File: src/sv/lsss_pkg.sv
package lsss_pkg;

  // Default number of stack entries.
  localparam int unsigned STACK_DEPTH_DEFAULT = 16;

  localparam int unsigned VALUE_W = 32;
  localparam int unsigned OPCODE_W = 2;

  // Input beat: opcode in the lowest bits, then the value, padded to bytes.
  localparam int unsigned IN_W = ((OPCODE_W + VALUE_W + 7) / 8) * 8;

  typedef enum logic [1:0] {
    OP_PUSH   = 2'd0,
    OP_POP    = 2'd1,
    OP_SEARCH = 2'd2,
    OP_SORT   = 2'd3
  } opcode_t;

  typedef enum logic [1:0] {
    ST_OK    = 2'd0,
    ST_EMPTY = 2'd1,
    ST_FULL  = 2'd2,
    ST_ZERO  = 2'd3
  } status_t;

endpackage

File: src/sv/lsss_out_buf.sv
module lsss_out_buf #(
  parameter int unsigned CNT_W = 5
) (
  input  logic                  clk,
  input  logic                  rst,
  input  logic                  load,
  input  lsss_pkg::status_t     load_status,
  input  logic                  load_found,
  input  logic [CNT_W-1:0]      load_count,
  output logic                  free,
  output logic                  m_axis_tvalid,
  input  logic                  m_axis_tready,
  // Fields from the lowest bit up: status, found, entry_count, zero padding.
  output logic [((CNT_W + 3 + 7) / 8) * 8 - 1:0] m_axis_tdata
);
  import lsss_pkg::*;

  localparam int unsigned OUT_W = ((CNT_W + 3 + 7) / 8) * 8;

  logic             valid;
  status_t          status;
  logic             found;
  logic [CNT_W-1:0] count;

  // The slot can take a new result when it is empty or being drained now.
  assign free = !valid || m_axis_tready;

  always_ff @(posedge clk) begin
    if (rst) begin
      valid <= 1'b0;
    end else if (load) begin
      valid <= 1'b1;
    end else if (m_axis_tready) begin
      valid <= 1'b0;
    end
  end

  always_ff @(posedge clk) begin
    if (load) begin
      status <= load_status;
      found  <= load_found;
      count  <= load_count;
    end
  end

  assign m_axis_tvalid = valid;
  assign m_axis_tdata  = OUT_W'({count, found, status});

endmodule

File: src/sv/lifo_stack_search_sort_unit.sv
// Channel   Role    Beat contents (lowest bit first)
// s_axis    input   opcode[1:0], value[33:2] (signed), zero pad to 40 bits
// m_axis    output  status[1:0], found[2], entry_count, zero pad to whole bytes
//
// One command is taken at a time; the input is ready whenever the controller is idle,
// even while the previous result still waits in the output register.
// Push and pop go straight to the result; search and sort step through the entries
// one read at a time, set by the single read port of the entry memory feeding
// one comparator.
// Reset (rst, synchronous, active high) empties the stack; the memory itself
// is not cleared since only entries below the count are ever read.
// A stalled output holds the finished result and keeps the controller waiting.
module lifo_stack_search_sort_unit #(
  parameter int unsigned STACK_DEPTH = lsss_pkg::STACK_DEPTH_DEFAULT
) (
  input  logic                     clk,
  input  logic                     rst,
  input  logic                     s_axis_tvalid,
  output logic                     s_axis_tready,
  // Fields from the lowest bit up: opcode, value, zero padding.
  input  logic [lsss_pkg::IN_W-1:0] s_axis_tdata,
  output logic                     m_axis_tvalid,
  input  logic                     m_axis_tready,
  // Fields from the lowest bit up: status, found, entry_count, zero padding.
  output logic [(($clog2(STACK_DEPTH + 1) + 3 + 7) / 8) * 8 - 1:0] m_axis_tdata
);
  import lsss_pkg::*;

  localparam int unsigned CW = $clog2(STACK_DEPTH + 1);
  localparam int unsigned AW = $clog2(STACK_DEPTH);

  // Controller states, one-hot.
  typedef enum logic [5:0] {
    S_IDLE   = 6'b000001,
    S_SEARCH = 6'b000010,
    S_LOADU  = 6'b000100,
    S_CMP    = 6'b001000,
    S_WBACK  = 6'b010000,
    S_RESP   = 6'b100000
  } state_t;

  state_t state;

  // Entry memory: index 0 is the bottom of the stack.
  logic signed [VALUE_W-1:0] mem [STACK_DEPTH];
  logic signed [VALUE_W-1:0] rdata;
  logic [AW-1:0]             raddr;
  logic                      we;
  logic [AW-1:0]             waddr;
  logic signed [VALUE_W-1:0] wdata;

  logic [CW-1:0]             count;
  logic signed [VALUE_W-1:0] key;
  logic [CW-1:0]             idx;
  logic                      rd_vld;
  logic                      found;
  status_t                   status;
  logic signed [VALUE_W-1:0] up;
  logic [AW-1:0]             upos;
  logic [AW-1:0]             lpos;

  opcode_t                   opcode;
  logic signed [VALUE_W-1:0] value;
  logic                      accept;
  logic                      full;
  logic                      ob_free;
  logic                      ob_load;
  logic                      swap;

  assign opcode = opcode_t'(s_axis_tdata[OPCODE_W-1:0]);
  assign value  = s_axis_tdata[OPCODE_W +: VALUE_W];

  assign s_axis_tready = (state == S_IDLE);
  assign accept        = s_axis_tvalid && s_axis_tready;
  assign full          = (count == CW'(STACK_DEPTH));
  assign swap          = (up > rdata);
  assign ob_load       = (state == S_RESP) && ob_free;

  always_ff @(posedge clk) begin
    if (we) begin
      mem[waddr] <= wdata;
    end
    rdata <= mem[raddr];
  end

  // Memory port control. The sort keeps the upper entry in a register and
  // writes only the lower entry on a swap, so read and write never meet at
  // the same address in one cycle.
  always_comb begin
    we    = 1'b0;
    waddr = '0;
    wdata = up;
    raddr = '0;
    case (state)
      S_IDLE: begin
        if (accept && (opcode == OP_PUSH) && (value != '0) && !full) begin
          we    = 1'b1;
          waddr = count[AW-1:0];
          wdata = value;
        end
        raddr = AW'(count - CW'(1));
      end
      S_SEARCH: begin
        raddr = idx[AW-1:0];
      end
      S_LOADU: begin
        raddr = upos - AW'(1);
      end
      S_CMP: begin
        we    = swap;
        waddr = lpos;
        raddr = lpos - AW'(1);
      end
      S_WBACK: begin
        we    = 1'b1;
        waddr = upos;
        raddr = upos - AW'(1);
      end
      default: begin
        raddr = '0;
      end
    endcase
  end

  always_ff @(posedge clk) begin
    if (rst) begin
      state  <= S_IDLE;
      count  <= '0;
      rd_vld <= 1'b0;
    end else begin
      case (state)
        S_IDLE: begin
          if (accept) begin
            key    <= value;
            found  <= 1'b0;
            status <= ST_OK;
            state  <= S_RESP;
            case (opcode)
              OP_PUSH: begin
                if (value == '0) begin
                  status <= ST_ZERO;
                end else if (full) begin
                  status <= ST_FULL;
                end else begin
                  count <= count + CW'(1);
                end
              end
              OP_POP: begin
                if (count == '0) begin
                  status <= ST_EMPTY;
                end else begin
                  count <= count - CW'(1);
                end
              end
              OP_SEARCH: begin
                if (count == '0) begin
                  status <= ST_EMPTY;
                end else begin
                  idx    <= '0;
                  rd_vld <= 1'b0;
                  state  <= S_SEARCH;
                end
              end
              OP_SORT: begin
                if (count == '0) begin
                  status <= ST_EMPTY;
                end else if (count != CW'(1)) begin
                  // The read of the top entry was issued this cycle.
                  upos  <= AW'(count - CW'(1));
                  state <= S_LOADU;
                end
              end
              default: begin
                status <= ST_OK;
              end
            endcase
          end
        end
        S_SEARCH: begin
          // Reads stream one per cycle; each compare checks the registered data of the previous read.
          rd_vld <= (idx != count);
          if (idx != count) begin
            idx <= idx + CW'(1);
          end
          if (rd_vld && (rdata == key)) begin
            found <= 1'b1;
          end
          if ((idx == count) && !rd_vld) begin
            state <= S_RESP;
          end
        end
        S_LOADU: begin
          up    <= rdata;
          lpos  <= upos - AW'(1);
          state <= S_CMP;
        end
        S_CMP: begin
          if (swap) begin
            up <= rdata;
          end
          if (lpos != '0) begin
            lpos <= lpos - AW'(1);
          end else begin
            state <= S_WBACK;
          end
        end
        S_WBACK: begin
          if (upos == AW'(1)) begin
            state <= S_RESP;
          end else begin
            upos  <= upos - AW'(1);
            state <= S_LOADU;
          end
        end
        S_RESP: begin
          if (ob_free) begin
            state <= S_IDLE;
          end
        end
        default: begin
          state <= S_IDLE;
        end
      endcase
    end
  end

  lsss_out_buf #(
    .CNT_W (CW)
  ) u_out_buf (
    .clk           (clk),
    .rst           (rst),
    .load          (ob_load),
    .load_status   (status),
    .load_found    (found),
    .load_count    (count),
    .free          (ob_free),
    .m_axis_tvalid (m_axis_tvalid),
    .m_axis_tready (m_axis_tready),
    .m_axis_tdata  (m_axis_tdata)
  );

endmodule

File: config.mk
export PLATFORM = sky130hd
export DESIGN_NAME = lifo_stack_search_sort_unit
export DESIGN_NICKNAME = d
export VERILOG_FILES = /design/src/sv/lsss_pkg.sv /design/src/sv/lsss_out_buf.sv /design/src/sv/lifo_stack_search_sort_unit.sv
export SDC_FILE = /design/constraint.sdc
export NUM_CORES = 1
export LEC_CHECK = 0
export BUFFER_PORTS_ARGS = -buffer_cell sky130_fd_sc_hd__buf_2
export CORE_ASPECT_RATIO = 0.6
export CORE_MARGIN = 5
export CORE_UTILIZATION = 45
export CTS_BUF_LIST = sky130_fd_sc_hd__clkbuf_16
export DETAILED_ROUTE_END_ITERATION = 12
export PLACE_DENSITY = 0.72
export SETUP_SLACK_MARGIN = 0.3
export SKIP_LAST_GASP = 1
export SLEW_MARGIN = 25
export SYNTH_ARGS = -nofsm -noshare
export SYNTH_HDL_FRONTEND = slang
export SYNTH_SLANG_ARGS = --single-unit
File: constraint.sdc
create_clock -name clk -period 7.67 [get_ports clk]
set_input_delay 0.3835 -clock clk [delete_from_list [all_inputs] [get_ports clk]]
set_output_delay 0.3835 -clock clk [all_outputs]
set_load 0.005 [all_outputs]
==> results of run 1 <==
==> critical path: cells and delay by family <==
kind / cells / cell delay, ps
AO/OA/AOI/OAI: 2 / 940
buffers and inverters: 4 / 1930
AND/OR/NAND/NOR: 4 / 1870
==> cells by family (layout without fill, tap and decap cells) <==
logic type	after synthesis	in the layout	synth area share, %
simple gates	538	538	9.49
compound gates	337	337	8.04
other cells	0	1	0
flops	645	645	70.9
fa+ha+maj	39	39	1.83
buf+inv	151	231	3.17
xor+xnor	48	48	1.60
mux	116	116	4.96
==> registers in the layout, indices dropped and copies added (netlist names) <==
| name | flops |
|---|---|
| count | 5 |
| found | 1 |
| idx | 5 |
| key | 32 |
| lpos | 4 |
| mem | 512 |
| rd_vld | 1 |
| rdata | 32 |
| state | 6 |
| status | 2 |
| u_out_buf.count | 5 |
| u_out_buf.found | 1 |
| u_out_buf.m_axis_tvalid | 1 |
| u_out_buf.status | 2 |
| up | 32 |
| upos | 4 |
==> layout by cell type, fill, tap and decap left out, types with 21 or more instances in the layout <==
cell type  count
a21oi_1      173
a221oi_1      72
a31oi_1       36
buf_2         47
buf_4         36
clkbuf_16     52
dfxtp_1       45
edfxtp_1     600
ha_1          39
inv_1         56
mux2_4        30
mux2i_1       77
nand2_1      300
nand3_1       88
nor2_1        27
nor4_1        21
xor2_1        36
==> power by group through the flow <==
stage | Clock, mW | Sequential, mW | Combinational [mW]
6_report | 2.58 | 4.30 | 5.07
5_1_grt | 2.78 | 4.32 | 5.55
4_1_cts | 2.62 | 4.30 | 5.02
3_5_place_dp | 0 | 4.38 | 4.97
2_1_floorplan | 0 | 4.32 | 3.91
3_3_place_gp | 0 | 4.37 | 4.86
==> cell type report <==
cell class / count / area [µm²]
Clock inverter: 45 / 315
Inverter: 43 / 161
Clock buffer: 52 / 1300
Antenna cell: 1 / 2.50
Timing Repair Buffer: 91 / 596
Fill cell: 4885 / 29600
Multi-Input combinational cell: 1078 / 7050
Sequential cell: 645 / 18900
Tap cell: 781 / 977
==> how the worst max path moves through the flow <==
stage                           startpoint          end
after global placement    s_axis_tdata[10]   mem[12][7]
after floorplan                  rdata[31]    mem[4][0]
after global routing       s_axis_tdata[3]  mem[12][22]
after CTS                  s_axis_tdata[2]  mem[12][22]
after detailed placement  s_axis_tdata[10]   mem[12][7]
final                      s_axis_tdata[2]    mem[8][8]
==> metal layers <==
layer	vias up	routed length [µm]	track usage (%)
met5	-	0	0
met4	0	1420	4.62
li1	7191	-	-
met1	8148	28400	30.0
met3	105	7800	5.46
met2	867	27600	28.5
==> impl_metrics.tcl, run 1 <==
set metrics [dict create \
    dp_hpwl_um 37200 \
    synth.largest_area_cell "edfxtp_1" \
    cts_tree "yes" \
    fin_hold_ws_ps 30.2 \
    slowest_delay_ps 790 \
    root_buffer "clkbuf_16" \
    ys.flop_type "edfxtp_1" \
    syn_area_mm2 0.0267 \
    synth.distinct_cells 68 \
    power_mw 12.0 \
    wire_per_inst_um 23.8 \
    drv_slew 0 \
    syn2layout_area_growth_pct 9.91 \
    critPathCaptureType "flop" \
    timing.fmax_ghz 0.203 \
    ys_warn_count 0 \
    netSwitchingFraction_pct 40.7 \
    power.share.clock_pct 21.6 \
    rows 69 \
    initial_utilization_pct 45.2 \
    crit_top_cell "buf_4" \
    place_area_mm2 0.0276 \
    fp.dieH_um 199 \
    r2r_end "mem[11][6]" \
    cp.arrival_ps 5160 \
    finalCriticalPeriod_ps 4930 \
    min-delay-start "s_axis_tdata[24]" \
    ant_nets 0 \
    hp-class "in2reg" \
    synth.most_common_cell "edfxtp_1" \
    grt_max_degree 184 \
    design_area_mm2 0.0293 \
    fp.dieW_um 324 \
    io_pins 54 \
    synth_common_cells "edfxtp_1, nand2_1, a21oi_1" \
    crit_chain "dlygate4sd3_1 -> buf_2 -> nor4_1 -> nand4_1 -> o21ai_1 -> or4_2 -> buf_4 -> o21ai_0 -> nor3_2 -> buf_4" \
    crit_fanout 35 \
    async_flop_share_pct 0 \
    post-cts-setup-buffer-count 0 \
    insertion_delay_ps 600 \
    grtUsageTotal_pct 19.8 \
    ir_worst_vdd_uv 532 \
    coreArea_mm2 0.0590 \
    dieArea_mm2 0.0644 \
    postLayoutSetupSlackWorst_ps 2740 \
    drc_errors 0 \
    leakage_nw 10.1 \
    worst_r2r_path_depth 10 \
    whs_endpoint "key[22]" \
    cp-start-kind "input pin" \
    crit_slowest_cell "nor3_2" \
    cts_made_buffers 52 \
    antenna_found_initial 1 \
    timing.rr.start "count[0]" \
    synthCells 1874 \
    finClkSkew_ps 17.2 \
    drv_cap 0 \
    synth_top_area_share_pct 67.5 \
    synth_edf_count 600 \
    io_buffers 47 \
    setup_tns_ps 0 \
    fin_nets 1994 \
    drive_gt1_share_pct 12.7 \
    overflow 0 \
    whs_path_depth 1 \
    post_cts_resized 0 \
    via_count 16300 \
    setup_viol_count_final 0 \
    status "complete, no violations" \
    r2r_slack_ps 2840 \
    dp.cells 2631 \
    fin_crit_sh_pct 64.3 \
    cts-hold-fix-buffers 6 \
    totalWireLength_um 65200 \
    finalNonFillerCells 2736 \
    seq_area_frac_synth_pct 70.9 \
    maxSlewHeadroom_pct 29.3 \
    p_comb_share_pct 42.4 \
    finalHoldViolations 0 \
    pre_cts_ws_ps 2370 \
    h-tree-depth 2 \
    netlist_top_cells_area "edfxtp_1, nand2_1, dfxtp_1" \
    cts_max_path_buffers 3 \
    rsz0062_at_grt "no" \
    worst_pin_slew_ps 1060 \
    synth_seq_cells 645 \
    crit_type "in2reg" \
    p_switching_mw 4.87 \
    grt_pass1_wl_um 97000 \
    p_per_area_mw_per_mm2 408 \
    p_seq_share_pct 36.0 \
    drt_iter0_markers 2384 \
    place_congestion 0.861 \
    clk_pin_slew_worst_paths_ps 70 \
    syn-num-nets 1957 \
    first_global_vias 15400 \
    first_pass_iters 6 \
    vias_per_cell 5.96 \
    cts.sinks 645 \
    intPower_mw 7.09 \
    required_ps 7900 \
    avgSynthCellArea_um2 14.2 \
    utilization_pct 49.7 \
]
Note: power is estimated with default switching activity, not from simulation.
==> run 2, diff against run 1 <==
--- a/config.mk
+++ b/config.mk
@@ -11,7 +11,7 @@
 export CORE_UTILIZATION = 45
 export CTS_BUF_LIST = sky130_fd_sc_hd__clkbuf_16
 export DETAILED_ROUTE_END_ITERATION = 12
-export PLACE_DENSITY = 0.72
+export PLACE_DENSITY = 0.75
 export SETUP_SLACK_MARGIN = 0.3
 export SKIP_LAST_GASP = 1
 export SLEW_MARGIN = 25
==> constraint.sdc (replaced) <==
create_clock -name clk -period 4 [get_ports clk]
set_input_delay 0.2 -clock clk [delete_from_list [all_inputs] [get_ports clk]]
set_output_delay 0.2 -clock clk [all_outputs]
set_load 0.005 [all_outputs]
==> run 2 against run 1 <==
Compared with the run above:
- first-iteration DRC count increased by 2.9%
- count of clock-buffer cells in the layout increased by 1
- critical path depth increased by 3
- clock skew increased by 20 ps
- non-clock buffer count increased by 76
- highest routed layer unchanged
==> impl_metrics.tcl, run 2 (synthesis results as in run 1) <==
set metrics [dict create \
    mostFrequentLayoutCell "edfxtp_1" \
    min-delay-start "s_axis_tdata[0]" \
    crit_chain "inv_1 -> ha_1 -> a21oi_1 -> o21ai_0 -> a221oi_1 -> buf_4 -> o211ai_1 -> a2111oi_0 -> buf_4 -> nor3_4 -> buf_4 -> nor3_4 -> buf_12" \
    fillers 4715 \
    drt_iter0_markers 2453 \
    fin_nets 2070 \
    fin_crit_sh_pct 88.7 \
    cp-start-kind "flop" \
    utilization_pct 51.7 \
    p_seq_share_pct 34.9 \
    critPathCaptureType "flop" \
    overflow 0 \
    largest_reg_flops 512 \
    io_buffers 47 \
    insertedDiodeCount 0 \
    rows 69 \
    finalCriticalPeriod_ps 3550 \
    timing.fmax_ghz 0.282 \
    h-tree-depth 2 \
    cp.arrival_ps 3840 \
    layout_common_cells "edfxtp_1, nand2_1, a21oi_1" \
    slowest_delay_ps 460 \
    insertion_delay_ps 630 \
    coreArea_mm2 0.0590 \
    multi_input_area_mm2 0.00717 \
    drv_cap 0 \
    antenna_found_initial 0 \
    root_buffer "clkbuf_16" \
    dieArea_mm2 0.0644 \
    setup_viol_count_final 0 \
    postLayoutSetupSlackWorst_ps 453 \
    top_register "mem" \
    timing.rr.start "rdata[7]" \
    wire_per_inst_um 24.0 \
    grt_pass1_wl_um 100000 \
    rsz0062_at_grt "no" \
    dp_hpwl_um 41300 \
    worst_r2r_path_depth 13 \
    cts_made_buffers 52 \
    ant_nets 0 \
    maxSlewHeadroom_pct 37.7 \
    cp-startpoint "rdata[7]" \
    required_ps 4300 \
    first_global_vias 16000 \
    grt_max_degree 75 \
    via_count 16800 \
    crit_slowest_cell "a2111oi_0" \
    hp-class "in2reg" \
    p_switching_mw 9.70 \
    intPower_mw 14.0 \
    path_buf_inv 5 \
    cts_max_path_buffers 3 \
    drive_gt1_share_pct 14.1 \
    leakage_nw 10.8 \
    finalHoldViolations 0 \
    regArea_mm2 0.0189 \
    cp.depth 13 \
    ir_worst_vdd_uv 664 \
    fp.dieH_um 199 \
    finalNonFillerCells 2812 \
    grtUsageTotal_pct 20.4 \
    power.share.clock_pct 20.7 \
    totalWireLength_um 67400 \
    dp.cells 2679 \
    crit_fanout 22 \
    post-cts-setup-buffer-count 0 \
    crit_type "reg2reg" \
    p_comb_share_pct 44.3 \
    r2r_end "mem[7][8]" \
    place_congestion 0.904 \
    vias_per_cell 5.96 \
    setup_tns_ps 0 \
    cts.sinks 645 \
    first_pass_iters 6 \
    syn2layout_area_growth_pct 14.2 \
    io_pins 54 \
    fp.dieW_um 324 \
    initial_utilization_pct 45.2 \
    crit_top_cell "buf_4" \
    drv_slew 0 \
    clk_pin_slew_worst_paths_ps 70 \
    fin_hold_ws_ps 42.3 \
    netSwitchingFraction_pct 40.9 \
    pre_cts_ws_ps 397 \
    p_per_area_mw_per_mm2 778 \
    crit_end "mem[7][8]" \
    worst_pin_slew_ps 930 \
    finClkSkew_ps 37.4 \
    cts_tree "yes" \
    r2r_slack_ps 450 \
    drc_errors 0 \
    critPathTopFamily "compound AO/OA/AOI/OAI gates" \
    status "complete, no violations" \
]
run 2: cell types whose count changed in the layout (fill, tap and decap cells not counted), moves of 3 or more:
cell,change
clkinv_1,+9
clkinv_2,-8
inv_1,+3
dlygate4sd3_1,+28
nor3_4,+15
buf_12,+31
buf_4,+17
nor3_2,-15
run 2: how the worst min path moves through the flow:
stage,to,slack [ps],cells after the start
final,status[1],40,2
after global routing,status[1],40,2
after CTS,status[1],20,2
after detailed placement,u_out_buf.found,400,0
after global placement,key[1],410,1
after floorplan,key[0],300,0
run 2: layer usage:
metal	track usage [%]	up-vias	share of wire (%)
met3	5.72	117	13
met4	4.15	0	1.9
met1	30.5	8268	42
li1	-	7354	-
met2	30.2	1012	43
met5	0	-	0
run 2: power groups by stage:
stage / Sequential (mW) / Combinational [mW] / Clock (mW)
6_report: 8.28 / 10.5 / 4.91
5_1_grt: 8.29 / 11.4 / 5.26
4_1_cts: 8.26 / 10.3 / 4.94
3_5_place_dp: 8.40 / 10.2 / 0
3_3_place_gp: 8.38 / 9.98 / 0
2_1_floorplan: 8.27 / 7.50 / 0
run 2: metrics by stage:
step	power (mW)	instance area, µm²
finish	23.7	30500
global route	24.9	30500
CTS	23.6	30400
detailed placement	18.6	28500
global placement	18.4	28500
floorplan	15.8	26800
run 2: layout make-up:
type                       instances  share of cell area, %
multi-input combinational       1078                   23.5
clock inverter                    45                  0.941
clock buffer                      53                   4.35
tap                              781                   3.21
timing repair buffer             167                   5.33
inverter                          43                  0.530
sequential                       645                   62.1
run 2: timing repair:
item,CTS,global route
hold buffers,35,0
resized for setup,0,1
endpoints found under the hold margin,37,0
endpoints found under the setup margin,0,460
